[config.mk]
export PLATFORM = sky130hd
export DESIGN_NAME = double_ended_queue
export DESIGN_NICKNAME = d
export VERILOG_FILES = /design/src/design/deq_pkg.sv /design/src/design/deq_ram.sv /design/src/design/deq_ctrl.sv /design/src/design/deq_datapath.sv /design/src/design/double_ended_queue.sv
export SDC_FILE = /design/constraint.sdc
export NUM_CORES = 1
export LEC_CHECK = 0
export ABC_AREA = 1
export BUFFER_PORTS_ARGS = -buffer_cell sky130_fd_sc_hd__buf_2
export CAP_MARGIN = 25
export CORE_ASPECT_RATIO = 1.75
export CORE_MARGIN = 8
export CORE_UTILIZATION = 26
export CTS_CLUSTER_SIZE = 16
export DETAILED_ROUTE_END_ITERATION = 12
export GPL_ROUTABILITY_DRIVEN = 0
export PLACE_DENSITY = 0.42
export SYNTH_ARGS = -nofsm -noshare
export SYNTH_HDL_FRONTEND = slang
export SYNTH_SLANG_ARGS = --single-unit
[constraint.sdc]
create_clock -name clock -period 10.1 [get_ports clock]
set_clock_uncertainty 0.2 [all_clocks]
set_input_delay 1.01 -clock clock [delete_from_list [all_inputs] [get_ports clock]]
set_output_delay 1.01 -clock clock [all_outputs]
set_load 0.01 [all_outputs]
[src/design/deq_pkg.sv]
package deq_pkg;

   // queue geometry
   localparam int DEPTH     = 16;
   localparam int IDX_W     = (DEPTH > 1) ? $clog2(DEPTH) : 1;
   localparam int CNT_W     = $clog2(DEPTH + 1);
   localparam int SUM_W     = CNT_W + 1;
   localparam int DATA_W    = 32;
   localparam int CMD_W     = 3;
   localparam int STATUS_W  = 2;
   localparam int RSP_CNT_W = 5;

   typedef logic [IDX_W-1:0] idx_type;
   typedef logic [CNT_W-1:0] cnt_type;

   // request command codes
   typedef enum logic [CMD_W-1:0] {
      CMD_PUSH_FRONT = 3'd0,
      CMD_PUSH_BACK  = 3'd1,
      CMD_POP_FRONT  = 3'd2,
      CMD_POP_BACK   = 3'd3,
      CMD_VIEW       = 3'd4,
      CMD_COUNT      = 3'd5
   } cmd_type;

   // response status codes
   typedef enum logic [STATUS_W-1:0] {
      STAT_OK    = 2'd0,
      STAT_EMPTY = 2'd1,
      STAT_FULL  = 2'd2
   } status_type;

   // commands from controller to datapath
   typedef struct packed {
      logic       push_front;
      logic       push_back;
      logic       pop_front;
      logic       pop_back;
      logic       view_first;
      logic       view_next;
      logic       emit;
      logic       emit_view;
      logic       emit_last;
      status_type emit_status;
   } ctrl_cmd_type;

   // status from datapath to controller
   typedef struct packed {
      logic empty;
      logic full;
      logic single;
      logic view_done;
   } dp_stat_type;

   // ring index plus offset, offset never above DEPTH
   function automatic idx_type wrap_add(idx_type base, cnt_type off);
      logic [SUM_W-1:0] sum;
      sum = SUM_W'(base) + SUM_W'(off);
      if (sum >= SUM_W'(DEPTH)) begin
         sum = sum - SUM_W'(DEPTH);
      end
      return IDX_W'(sum);
   endfunction

endpackage

[src/design/deq_ram.sv]
module deq_ram #(
   parameter int WIDTH = 32,
   parameter int DEPTH = 16
) (
   input  logic                                    clock,
   input  logic                                    wr_en,
   input  logic [((DEPTH > 1) ? $clog2(DEPTH) : 1)-1:0] wr_addr,
   input  logic [WIDTH-1:0]                        wr_data,
   input  logic                                    rd_en,
   input  logic [((DEPTH > 1) ? $clog2(DEPTH) : 1)-1:0] rd_addr,
   output logic [WIDTH-1:0]                        rd_data
);

   logic [WIDTH-1:0] mem_ff [DEPTH];
   logic [WIDTH-1:0] rd_data_ff;

   // single write port, registered read port
   always_ff @(posedge clock) begin
      if (wr_en) begin
         mem_ff[wr_addr] <= wr_data;
      end
      if (rd_en) begin
         rd_data_ff <= mem_ff[rd_addr];
      end
   end

   assign rd_data = rd_data_ff;

endmodule

[src/design/deq_ctrl.sv]
module deq_ctrl (
   input  logic                        clock,
   input  logic                        reset,
   input  logic                        start,
   input  logic [deq_pkg::CMD_W-1:0]   command,
   input  deq_pkg::dp_stat_type        stat,
   output deq_pkg::ctrl_cmd_type       cmd,
   output logic                        busy
);

   import deq_pkg::*;

   typedef enum logic [1:0] {
      S_IDLE = 2'b01,
      S_VIEW = 2'b10
   } state_type;

   state_type state_ff, state_in;

   // decode requests and sequence view runs
   always_comb begin
      cmd         = '0;
      cmd.emit_status = STAT_OK;
      state_in    = state_ff;
      busy        = 1'b1;
      unique case (state_ff)
         S_IDLE: begin
            busy = 1'b0;
            if (start) begin
               cmd.emit      = 1'b1;
               cmd.emit_last = 1'b1;
               unique case (cmd_type'(command))
                  CMD_PUSH_FRONT, CMD_PUSH_BACK: begin
                     if (stat.full) begin
                        cmd.emit_status = STAT_FULL;
                     end else begin
                        cmd.push_front = (cmd_type'(command) == CMD_PUSH_FRONT);
                        cmd.push_back  = (cmd_type'(command) == CMD_PUSH_BACK);
                     end
                  end
                  CMD_POP_FRONT, CMD_POP_BACK: begin
                     if (stat.empty) begin
                        cmd.emit_status = STAT_EMPTY;
                     end else begin
                        cmd.pop_front = (cmd_type'(command) == CMD_POP_FRONT);
                        cmd.pop_back  = (cmd_type'(command) == CMD_POP_BACK);
                     end
                  end
                  CMD_VIEW: begin
                     if (stat.empty) begin
                        cmd.emit_status = STAT_EMPTY;
                     end else begin
                        cmd.view_first = 1'b1;
                        cmd.emit_view  = 1'b1;
                        cmd.emit_last  = stat.single;
                        if (!stat.single) begin
                           state_in = S_VIEW;
                        end
                     end
                  end
                  default: begin
                     // count and unused codes report the count
                     cmd.emit_status = STAT_OK;
                  end
               endcase
            end
         end
         S_VIEW: begin
            cmd.view_next = 1'b1;
            cmd.emit      = 1'b1;
            cmd.emit_view = 1'b1;
            cmd.emit_last = stat.view_done;
            if (stat.view_done) begin
               state_in = S_IDLE;
            end
         end
         default: begin
            state_in = S_IDLE;
         end
      endcase
   end

   // state register
   always_ff @(posedge clock) begin
      if (reset) begin
         state_ff <= S_IDLE;
      end else begin
         state_ff <= state_in;
      end
   end

endmodule

[src/design/deq_datapath.sv]
module deq_datapath (
   input  logic                             clock,
   input  logic                             reset,
   input  deq_pkg::ctrl_cmd_type            cmd,
   input  logic signed [deq_pkg::DATA_W-1:0] push_value,
   output deq_pkg::dp_stat_type             stat,
   output logic                             rsp_valid,
   output logic [deq_pkg::STATUS_W-1:0]     rsp_status,
   output logic signed [deq_pkg::DATA_W-1:0] rsp_element_value,
   output logic [deq_pkg::RSP_CNT_W-1:0]    rsp_element_count,
   output logic                             rsp_last_of_run
);

   import deq_pkg::*;

   idx_type    front_ff, front_in;
   cnt_type    count_ff, count_in;
   idx_type    pos_ff, pos_in;
   logic       valid_ff;
   status_type status_ff;
   logic       last_ff;
   logic       view_ff;

   logic              wr_en;
   idx_type           wr_addr;
   logic              rd_en;
   idx_type           rd_addr;
   logic [DATA_W-1:0] rd_data;

   // status toward the controller
   assign stat.empty     = (count_ff == '0);
   assign stat.full      = (count_ff >= CNT_W'(DEPTH));
   assign stat.single    = (count_ff == CNT_W'(1));
   assign stat.view_done = ((CNT_W'(pos_ff) + CNT_W'(1)) == count_ff);

   // ring pointer updates and memory addressing
   always_comb begin
      front_in = front_ff;
      count_in = count_ff;
      pos_in   = pos_ff;
      wr_en    = 1'b0;
      wr_addr  = wrap_add(front_ff, count_ff);
      rd_en    = 1'b0;
      rd_addr  = front_ff;
      if (cmd.push_front) begin
         front_in = (front_ff == '0) ? IDX_W'(DEPTH - 1) : front_ff - IDX_W'(1);
         wr_en    = 1'b1;
         wr_addr  = front_in;
         count_in = count_ff + CNT_W'(1);
      end
      if (cmd.push_back) begin
         wr_en    = 1'b1;
         count_in = count_ff + CNT_W'(1);
      end
      if (cmd.pop_front) begin
         front_in = wrap_add(front_ff, CNT_W'(1));
         count_in = count_ff - CNT_W'(1);
      end
      if (cmd.pop_back) begin
         count_in = count_ff - CNT_W'(1);
      end
      if (cmd.view_first) begin
         rd_en  = 1'b1;
         pos_in = IDX_W'(1);
      end
      if (cmd.view_next) begin
         rd_en   = 1'b1;
         rd_addr = wrap_add(front_ff, CNT_W'(pos_ff));
         pos_in  = pos_ff + IDX_W'(1);
      end
   end

   deq_ram #(
      .WIDTH (DATA_W),
      .DEPTH (DEPTH)
   ) u_store (
      .clock   (clock),
      .wr_en   (wr_en),
      .wr_addr (wr_addr),
      .wr_data (push_value),
      .rd_en   (rd_en),
      .rd_addr (rd_addr),
      .rd_data (rd_data)
   );

   // control registers
   always_ff @(posedge clock) begin
      if (reset) begin
         front_ff <= '0;
         count_ff <= '0;
         valid_ff <= 1'b0;
      end else begin
         front_ff <= front_in;
         count_ff <= count_in;
         valid_ff <= cmd.emit;
      end
   end

   // response payload registers
   always_ff @(posedge clock) begin
      pos_ff    <= pos_in;
      status_ff <= cmd.emit_status;
      last_ff   <= cmd.emit_last;
      view_ff   <= cmd.emit_view;
   end

   // response ports, count is the value after the request
   assign rsp_valid         = valid_ff;
   assign rsp_status        = status_ff;
   assign rsp_element_value = view_ff ? rd_data : '0;
   assign rsp_element_count = RSP_CNT_W'(count_ff);
   assign rsp_last_of_run   = last_ff;

endmodule

[src/design/double_ended_queue.sv]
// Bounded double-ended queue of signed 32-bit values in a 16-entry ring store.
// Request channel: a request (req_command, req_push_value) is taken at a rising
// edge with start high and busy low. Commands: push front, push back, pop
// front, pop back, view, count.
// Response channel: each response sits on the rsp_ ports for exactly one
// cycle with rsp_valid high; rsp_last_of_run marks the final response of a
// request. There is no backpressure: the receiver must take every response.
// Latency: the first response of any request appears in the cycle after it is
// taken. Push, pop and count give one response and leave busy low, so a new
// request can follow every cycle. View on a queue holding N elements streams
// N responses on consecutive cycles, one store read per cycle through the
// registered read port of the ring memory; busy stays high while the later ones are read.
// A push to a full queue is dropped with status full; a pop or view on an
// empty queue gives one response with status empty.
// Reset (synchronous, active high) empties the queue and clears the front
// pointer; store contents are not cleared and no clearing pass is needed.
module double_ended_queue (
   input  logic                              clock,
   input  logic                              reset,
   input  logic                              start,
   output logic                              busy,
   input  logic [deq_pkg::CMD_W-1:0]         req_command,
   input  logic signed [deq_pkg::DATA_W-1:0] req_push_value,
   output logic                              rsp_valid,
   output logic [deq_pkg::STATUS_W-1:0]      rsp_status,
   output logic signed [deq_pkg::DATA_W-1:0] rsp_element_value,
   output logic [deq_pkg::RSP_CNT_W-1:0]     rsp_element_count,
   output logic                              rsp_last_of_run
);

   import deq_pkg::*;

   ctrl_cmd_type cmd;
   dp_stat_type  stat;

   // sequencer
   deq_ctrl u_ctrl (
      .clock   (clock),
      .reset   (reset),
      .start   (start),
      .command (req_command),
      .stat    (stat),
      .cmd     (cmd),
      .busy    (busy)
   );

   // ring store and pointers
   deq_datapath u_datapath (
      .clock             (clock),
      .reset             (reset),
      .cmd               (cmd),
      .push_value        (req_push_value),
      .stat              (stat),
      .rsp_valid         (rsp_valid),
      .rsp_status        (rsp_status),
      .rsp_element_value (rsp_element_value),
      .rsp_element_count (rsp_element_count),
      .rsp_last_of_run   (rsp_last_of_run)
   );

endmodule

==> results.cfg, run 1 <==
[run_status]
outcome = completed

[route]
routed_wl_um = 65500
remaining_drc_errors = 0
vias = 14400
dr.first_iter.drc_count = 872
viasPerCell = 4.66
wl_per_cell_um = 21.2
ant_nets = 0
drt-pass1-iter-count = 5

[worst_setup_path]
slowest_stage = buf_4
slowest_delay_ps = 770
cp_cell_sequence = inv_1 > ha_1 > inv_2 > nand2_4 > nand2_8 > buf_4 > a21oi_1 > o21ai_0 > o211ai_1 > nand3_1 > nand2_1
critPathBufInv = 3
required_ps = 10230
cp-start-kind = flop
worst_ep_arrival_time_ps = 4300
path_class = flop to flop
reg2reg_slack_ps = 5930
worstReg2RegEnd = u_datapath.u_store.rd_data[11]
r2r_start = u_ctrl.state_ff[0]
cp-end-kind = flop
crit_family = simple AND/OR/NAND/NOR gates
worstPathMaxFanout = 97
r2r_cells = 11

[clock_network]
htree_levels = 2
post_cts_resized = 0
hold_buffers = 0
post_cts_buffers = 0
root_buffer = clkbuf_16
cts_made_buffers = 51
cts_tree = yes
clk_latency_ps = 580
clock_sinks = 564
clk_path_buf_depth = 3
path_clk_slew_ps = 70

[synth]
syn_area_mm2 = 0.0233
ys_seq_area_share_pct = 71.9
synth_area_per_cell_um2 = 12.7
syn_inst = 1837
synth_fp_nets = 1893
ys_warn_count = 0
ys_types = 38
synth.ff_latch_count = 564

[floorplan]
dieHeight_um = 412
start_util_pct = 26.2
io_pins = 80
num_rows = 145
die_width_um = 242
dieArea_mm2 = 0.0999
core-area_mm2 = 0.0891

[sta]
rsz0062_at_grt = false
finalSetupTns_ps = 0
worst_hold_slack_ps = 299
setup_violations = 0
fmax_mhz = 240
layout_min_cycle_time_ps = 4170
slew_violations = 0
hold_viol = 0
finalCritPeriodShare_pct = 41.3
worst_slew_pin_slew_ps = 955
max-slew-margin-rel_pct = 36.3

[pwr]
power_leakage_uw = 0.00900
power.total_uw = 5190
power_density_mw_per_mm2 = 196
max-vdd-ir-drop_mv = 0.111

[finish]
drive_above_1_share_pct = 11.0
n_fill_cell = 8909
final_cell_mix = 548 x edfxtp_1, 268 x a21oi_1, 236 x o21ai_0
layout_commonest_cell = edfxtp_1
fin_nets = 1931
fin_cells = 3091
post-route-util_pct = 29.8
syn2layout_area_growth_pct = 13.9

[grt]
grt_max_degree = 187
track_usage_pct = 12.7
antenna_found_initial = 9
grt_pass1_vias = 14400
grt_overflow = 0
grt_pass1_wl_um = 96300

[hold_path]
min-delay-start = u_ctrl.state_ff[1]
holdPathEnd = u_ctrl.state_ff[1]
hp-class = flop to flop
worstHoldPathCells = 2

[placement]
place_inst = 2998
post-dp-hpwl_um = 33000
portBuffers = 79

[flow_run]
maxCapViolations = 0
==> layout make-up <==
cell class	count	area [µm²]	share of cell area, %
flip-flops and latches	564	16800	63.2
multi-input cells	948	5340	20.1
well taps	1176	1470	5.54
clock buffers	67	1380	5.19
inverters	201	757	2.85
repair buffers	109	653	2.46
clock inverters	22	181	0.683
diodes	4	10.0	0.0377
==> cells in the mapped netlist (all sizes together) <==
master     n  share of area [%]
o2111ai    1              0.038
or2        1              0.038
nand4      3              0.080
a21oi    268                5.7
fa         2               0.17
nor3       4              0.086
o211ai   129                4.2
edfxtp   548                 71
nand3     89                2.0
ha        16               0.86
xnor2      2              0.075
dfxtp     16                1.4
nand2    120                2.0
clkbuf    28               0.49
o22ai      2              0.080
xor2       6               0.23
o21ai    273                5.9
o21a       2              0.064
nor4       1              0.027
nand3b     1              0.032
a31oi      1              0.027
nor2      27               0.54
buf       96                2.2
inv      201                3.2
==> registers in the layout, indices dropped and copies added, names as in the netlist, 2 cells and up <==
| register | flops |
|---|---|
| u_ctrl.state_ff | 2 |
| u_datapath.front_ff | 4 |
| u_datapath.pos_ff | 4 |
| u_datapath.rsp_element_count | 5 |
| u_datapath.rsp_status | 2 |
| u_datapath.u_store.mem_ff | 512 |
| u_datapath.u_store.rd_data | 32 |
==> worst min-delay path: cells and delay by family, from the launching register on <==
family | cells | cell delay, ps
simple gates | 1 | 70
compound gates | 1 | 60
flops | 1 | 330
==> how the worst max path moves through the flow <==
stage | start | end | slack, ps | depth (start not counted)
2_1_floorplan | start | u_datapath.u_store.mem_ff[10][0] | 6230 | 9
3_3_place_gp | u_ctrl.state_ff[0] | u_datapath.u_store.rd_data[12] | 5620 | 10
3_5_place_dp | u_ctrl.state_ff[0] | u_datapath.u_store.rd_data[27] | 5990 | 10
4_1_cts | u_ctrl.state_ff[0] | u_datapath.u_store.rd_data[27] | 5970 | 10
5_1_grt | u_ctrl.state_ff[0] | u_datapath.u_store.rd_data[13] | 5610 | 10
6_report | u_ctrl.state_ff[0] | u_datapath.u_store.rd_data[11] | 5930 | 11
==> cells by family after synthesis <==
family | synth area share, %
AOI/OAI and AO/OA | 16.0
xor gates and xnor gates | 0.300
adders and majority gates | 1.03
buffers and inverters | 5.93
DFF | 71.9
and+or+nand+nor | 4.82
==> through the flow <==
step           setup WS, ps  cell area (µm²)
5_1_grt                5610            26600
4_1_cts                5970            26600
3_3_place_gp           5620            25000
3_5_place_dp           5990            25000
2_1_floorplan          6230            23300
6_report               5930            26600
==> report_power, final <==
group	internal, µW	switching [µW]
clock	1030	841
sequential	2630	25.8
combinational	195	465
==> layer usage <==
| layer | up-vias | global-route usage [%] | wire length [µm] |
|---|---|---|---|
| met2 | 290 | 23.2 | 33600 |
| met1 | 7198 | 15.3 | 27400 |
| met3 | 84 | 1.75 | 2700 |
| met5 | - | 0 | 11 |
| li1 | 6823 | - | - |
| met4 | 2 | 4.21 | 1750 |
Power figures use the tool's default switching activity.
==> run 2: changes to the inputs <==
--- a/config.mk
+++ b/config.mk
@@ -5,7 +5,7 @@
 export SDC_FILE = /design/constraint.sdc
 export NUM_CORES = 1
 export LEC_CHECK = 0
-export ABC_AREA = 1
+export ABC_AREA = 0
 export BUFFER_PORTS_ARGS = -buffer_cell sky130_fd_sc_hd__buf_2
 export CAP_MARGIN = 25
 export CORE_ASPECT_RATIO = 1.75
==> constraint.sdc (replaced) <==
create_clock -name clock -period 4.3 [get_ports clock]
set_clock_uncertainty 0.2 [all_clocks]
set_input_delay 0.43 -clock clock [delete_from_list [all_inputs] [get_ports clock]]
set_output_delay 0.43 -clock clock [all_outputs]
set_load 0.01 [all_outputs]
==> results.cfg, run 2 <==
[sta]
max-slew-margin-rel_pct = 36.2
setup_violations = 0
layout_min_cycle_time_ps = 3520
fmax_mhz = 284
finalSetupTns_ps = 0
rsz0062_at_grt = false
slew_violations = 0
worst_slew_pin_slew_ps = 957
hold_viol = 0
finalCritPeriodShare_pct = 81.9

[pwr]
intPower_uw = 9310
power_density_mw_per_mm2 = 424
power.switching_uw = 2530
power_frac_comb_pct = 5.4
power_leakage_uw = 0.0112
clkPwrFrac_pct = 43.1
switching_share_pct = 21.4
max-vdd-ir-drop_mv = 0.287
seqPwrFrac_pct = 51.5

[synth]
syn_area_mm2 = 0.0236
ys_seq_area_share_pct = 71.2
post-synth-top-count-cell = edfxtp_1
ys_types = 53
synthArstFlopShare_pct = 0
synth.ff_latch_count = 564
synth_fp_nets = 1378
synth_area_per_cell_um2 = 17.8
yosysTopAreaCell = edfxtp_1
synth_edf_count = 548
synth_top_area_share_pct = 69.8
synthTopCellsByArea = edfxtp_1 70%, mux2i_1 20%, dfxtp_1 1.4%, buf_6 1.2%, and2_1 0.98%
synth_ff_type = edfxtp_1
synth_commonest_cells = 548 x edfxtp_1, 481 x mux2i_1, 37 x and2_1
syn_inst = 1322
ys_warn_count = 0

[worst_setup_path]
required_ps = 4550
cp-start-kind = flop
worstPathMaxFanout = 36
r2r_cells = 8
path_class = flop to flop
cp-end-kind = flop
worst_ep_arrival_time_ps = 3780

[route]
dr.first_iter.drc_count = 644
wl_per_cell_um = 22.6
ant_nets = 0
vias = 11700
routed_wl_um = 61300
drt-pass1-iter-count = 4
remaining_drc_errors = 0
viasPerCell = 4.32

[grt]
grt_pass1_vias = 12400
grt_overflow = 0
busiest_layer = met2
use_met1_pct = 13.7
track_usage_pct = 11.9
grt_use_met2_pct = 22.5
grt_max_degree = 40
grt_pass1_wl_um = 89000
antenna_found_initial = 4
grtUsageMet3_pct = 1.76

[floorplan]
die_width_um = 244
io_pins = 80
dieArea_mm2 = 0.101
start_util_pct = 26.1
num_rows = 146
core-area_mm2 = 0.0902
dieHeight_um = 414

[placement]
post-dp-hpwl_um = 38200
portBuffers = 79
place_inst = 2584

[clock_network]
clock_sinks = 564
post_cts_resized = 0
hold_buffers = 27
clk_path_buf_depth = 3
htree_levels = 2
cts_made_buffers = 53
post_cts_buffers = 0
path_clk_slew_ps = 70
clk_latency_ps = 620
cts_tree = yes
root_buffer = clkbuf_16

[finish]
layout_commonest_cell = edfxtp_1
final_cell_mix = 548 x edfxtp_1, 480 x mux2i_1, 79 x buf_2
fin_cells = 2712
fin_nets = 1538
drive_above_1_share_pct = 16.5
largest_reg_flops = 512
syn2layout_area_growth_pct = 18.5
regMostFlops = u_datapath.u_store.mem_ff

[hold_path]
worstHoldPathCells = 1
hp-class = primary input to flop

[flow_run]
maxCapViolations = 0

[run_status]
outcome = completed
==> run 2: changes by cell type after synthesis, sizes merged, moves of 82 or more <==
cell	delta
a21oi	-260
o21ai	-264
mux2i	+482
nand2	-104
nand3	-82
inv	-189
o211ai	-127
==> run 2: power by group through the flow <==
stage                     clock [µW]  combinational, µW  sequential (µW)
final                           5110                644             6100
after global routing            5430                702             6100
after CTS                       5270                668             6100
after detailed placement           0                645             6220
after global placement             0                639             6220
after floorplan                    0                396             6210
==> run 2: logic make-up (layout without fill, tap and decap cells) <==
kind of cell	Yosys count	after routing	share of synthesized area, %
AOI/OAI and AO/OA	47	47	1.36
other	0	1	0
buffers and inverters	76	281	2.43
and+or+nand+nor	120	120	2.78
DFF	564	564	71.2
muxes	483	483	20.6
xor gates and xnor gates	14	14	0.658
adders and majority gates	18	18	1.02
==> run 2: path summary, 6_finish.rpt <==
| check | slack, ps | end | from |
|---|---|---|---|
| worst min register to register | 310 | u_ctrl.state_ff[0] | u_ctrl.state_ff[0] |
| worst min-delay path | 30 | u_datapath.u_store.mem_ff[12][10] | req_push_value[10] |
| worst max register to register | 780 | u_datapath.u_store.rd_data[26] | u_datapath.front_ff[0] |
| worst max-delay path | 780 | u_datapath.u_store.rd_data[26] | u_datapath.front_ff[0] |
==> run 2: area by class of cell <==
class	count	area (µm²)
clock inverters	36	492
multi-input cells	682	6360
well taps	1184	1480
repair buffers	169	1380
inverters	12	45.0
clock buffers	64	1390
fillers	8900	62300
flip-flops and latches	564	16800
diodes	1	2.50
==> run 2: metrics by stage <==
stage	power (µW)	util, %	worst slack, ps	cell area [µm²]	hold WS, ps
final	11800	30.9	776	27900	33.1
after CTS	12000	30.9	666	27900	2.67
after global placement	6850	28.6	740	25800	288
after floorplan	6600	-	744	23600	266
after detailed placement	6860	28.6	695	25800	300
after global routing	12200	30.9	503	27900	8.38
==> run 2: metal layers <==
layer	part of all wire, %	vias to the layer above
li1	-	5455
met1	40	6012
met2	54	166
met3	3.3	78
met4	2.3	2
met5	0.021	-
==> run 2: worst max-delay path: stages (launching register included) <==
cell	delay, ps
dfxtp_1	570
ha_1	250
inv_1	60
fa_1	480
a21oi_4	670
buf_12	350
mux2i_1	410
mux2i_1	160
mux2i_1	180
==> run 3: changes to the inputs <==
==> constraint.sdc (replaced) <==
create_clock -name clock -period 3.3 [get_ports clock]
set_clock_uncertainty 0.2 [all_clocks]
set_input_delay 0.33 -clock clock [delete_from_list [all_inputs] [get_ports clock]]
set_output_delay 0.33 -clock clock [all_outputs]
set_load 0.01 [all_outputs]
==> results.cfg, run 3 (synthesis gave the netlist of run 2 again) <==
[finish]
regArea_mm2 = 0.0168
fin_nets = 1546
final_cell_mix = 548 x edfxtp_1, 480 x mux2i_1, 79 x buf_2
drive_above_1_share_pct = 15.4
multi_input_area_mm2 = 0.00636
regMostFlops = u_datapath.u_store.mem_ff
syn2layout_area_growth_pct = 18.4
layout_commonest_cell = edfxtp_1
largest_reg_flops = 512
n_fill_cell = 8890

[clock_network]
clk_path_buf_depth = 3
root_buffer = clkbuf_16
cts_tree = yes
clk_latency_ps = 590
path_clk_slew_ps = 60
cts_made_buffers = 52
post_cts_buffers = 0
htree_levels = 2
clock_sinks = 564

[worst_setup_path]
crit_path_end = u_datapath.u_store.rd_data[12]
path_depth = 9
cp-end-kind = flop
cpMostUsedCell = mux2i_1
required_ps = 3530
slowest_stage = edfxtp_1
r2r_cells = 9
r2r_start = u_datapath.pos_ff[0]
worstReg2RegEnd = u_datapath.u_store.rd_data[12]
worstPathMaxFanout = 43
slowest_delay_ps = 460
critPathBufInv = 3
path_class = flop to flop
crit_family = adder cells
cp_cell_sequence = ha_1 > inv_1 > fa_1 > a21oi_4 > buf_12 > buf_12 > mux2i_1 > mux2i_1 > mux2i_1
cp-start-kind = flop
worst_ep_arrival_time_ps = 3230
reg2reg_slack_ps = 300
cp-startpoint = u_datapath.pos_ff[0]

[sta]
max-slew-margin-rel_pct = 32.3
slew_violations = 0
setup_violations = 0
worst_slew_pin_slew_ps = 1010
hold_viol = 0
worst_hold_slack_ps = 81.6
fmax_mhz = 333
rsz0062_at_grt = false
finalCritPeriodShare_pct = 90.9
layout_min_cycle_time_ps = 3000
finalSetupTns_ps = 0

[route]
ant_nets = 0
wl_per_cell_um = 21.5
dr.first_iter.drc_count = 577
routed_wl_um = 58300
remaining_drc_errors = 0
viasPerCell = 4.31
vias = 11700
drt-pass1-iter-count = 5

[grt]
grt_pass1_wl_um = 84800
grtUsageMet3_pct = 1.73
grt_use_met2_pct = 20.9
use_met1_pct = 13.2
grt_overflow = 0
track_usage_pct = 11.3
antenna_found_initial = 5
busiest_layer = met2
grt_pass1_vias = 12400
grt_max_degree = 61

[flow_run]
maxCapViolations = 0

[floorplan]
start_util_pct = 26.1
io_pins = 80
core-area_mm2 = 0.0902
dieHeight_um = 414
dieArea_mm2 = 0.101
die_width_um = 244
num_rows = 146

[hold_path]
worstHoldPathCells = 5
hp-class = primary input to flop

[placement]
portBuffers = 79
post-dp-hpwl_um = 32600

[run_status]
outcome = completed

[pwr]
power_leakage_uw = 0.0111
max-vdd-ir-drop_mv = 0.335
power_density_mw_per_mm2 = 516
-- run 3: changes by cell type in the layout (fill, tap and decap cells not counted), sizes merged --
cell         delta
bufinv         -10
dlygate4sd3     +9
diode           +4
inv             -2
clkinv          -1
-- run 3: final cells by class --
cell class / instances / area share, %
diodes: 5 / 0.0448
clock inverters: 23 / 0.516
repair buffers: 178 / 6.06
well taps: 1184 / 5.31
inverters: 12 / 0.161
flip-flops and latches: 564 / 60.1
multi-input cells: 682 / 22.8
clock buffers: 64 / 4.98
-- run 3: per-stage QoR --
stage / util [%] / instance area, µm² / total power, µW / setup WS, ps / std cells
2_1_floorplan: - / 23600 / 8600 / -256 / 1322
3_3_place_gp: 28.8 / 26000 / 8890 / 302 / 2584
3_5_place_dp: 28.8 / 26000 / 8900 / 270 / 2584
4_1_cts: 30.9 / 27900 / 14700 / 268 / 2707
5_1_grt: 30.9 / 27900 / 14900 / 139 / 2709
6_report: 30.9 / 27900 / 14400 / 300 / 2712
-- run 3: how the worst min path moves through the flow --
stage,from,slack [ps],endpoint
finish,req_command[2],80,u_datapath.rsp_status[0]
global route,req_command[2],90,u_datapath.rsp_status[0]
CTS,req_command[2],30,u_datapath.rsp_status[0]
detailed placement,u_ctrl.state_ff[0],300,u_ctrl.state_ff[0]
global placement,u_ctrl.state_ff[0],290,u_ctrl.state_ff[0]
floorplan,req_push_value[0],230,u_datapath.u_store.mem_ff[0][0]
-- run 3: per-layer routing --
layer / routed length, µm / up-vias
li1: - / 5463
met1: 24200 / 6006
met2: 31000 / 169
met3: 1790 / 60
met4: 1270 / 2
met5: 13 / -
-- run 3: power breakdown --
part,switching (µW),leakage (µW),internal [µW],total (µW)
clock network,2590,0.000744,3040,5640
registers,21.6,0.00506,7910,7930
logic,486,0.00528,347,833
-- run 3: tightest hold or removal path: cells and delay by family --
family                 cells  cell delay (ps)
buffers and inverters      1              110
and+or+nand+nor            4              390
-- run 3: timing repair --
item	in CTS	in global routing
hold endpoints to repair	524	0
gates resized for setup	0	0
hold buffers	36	0
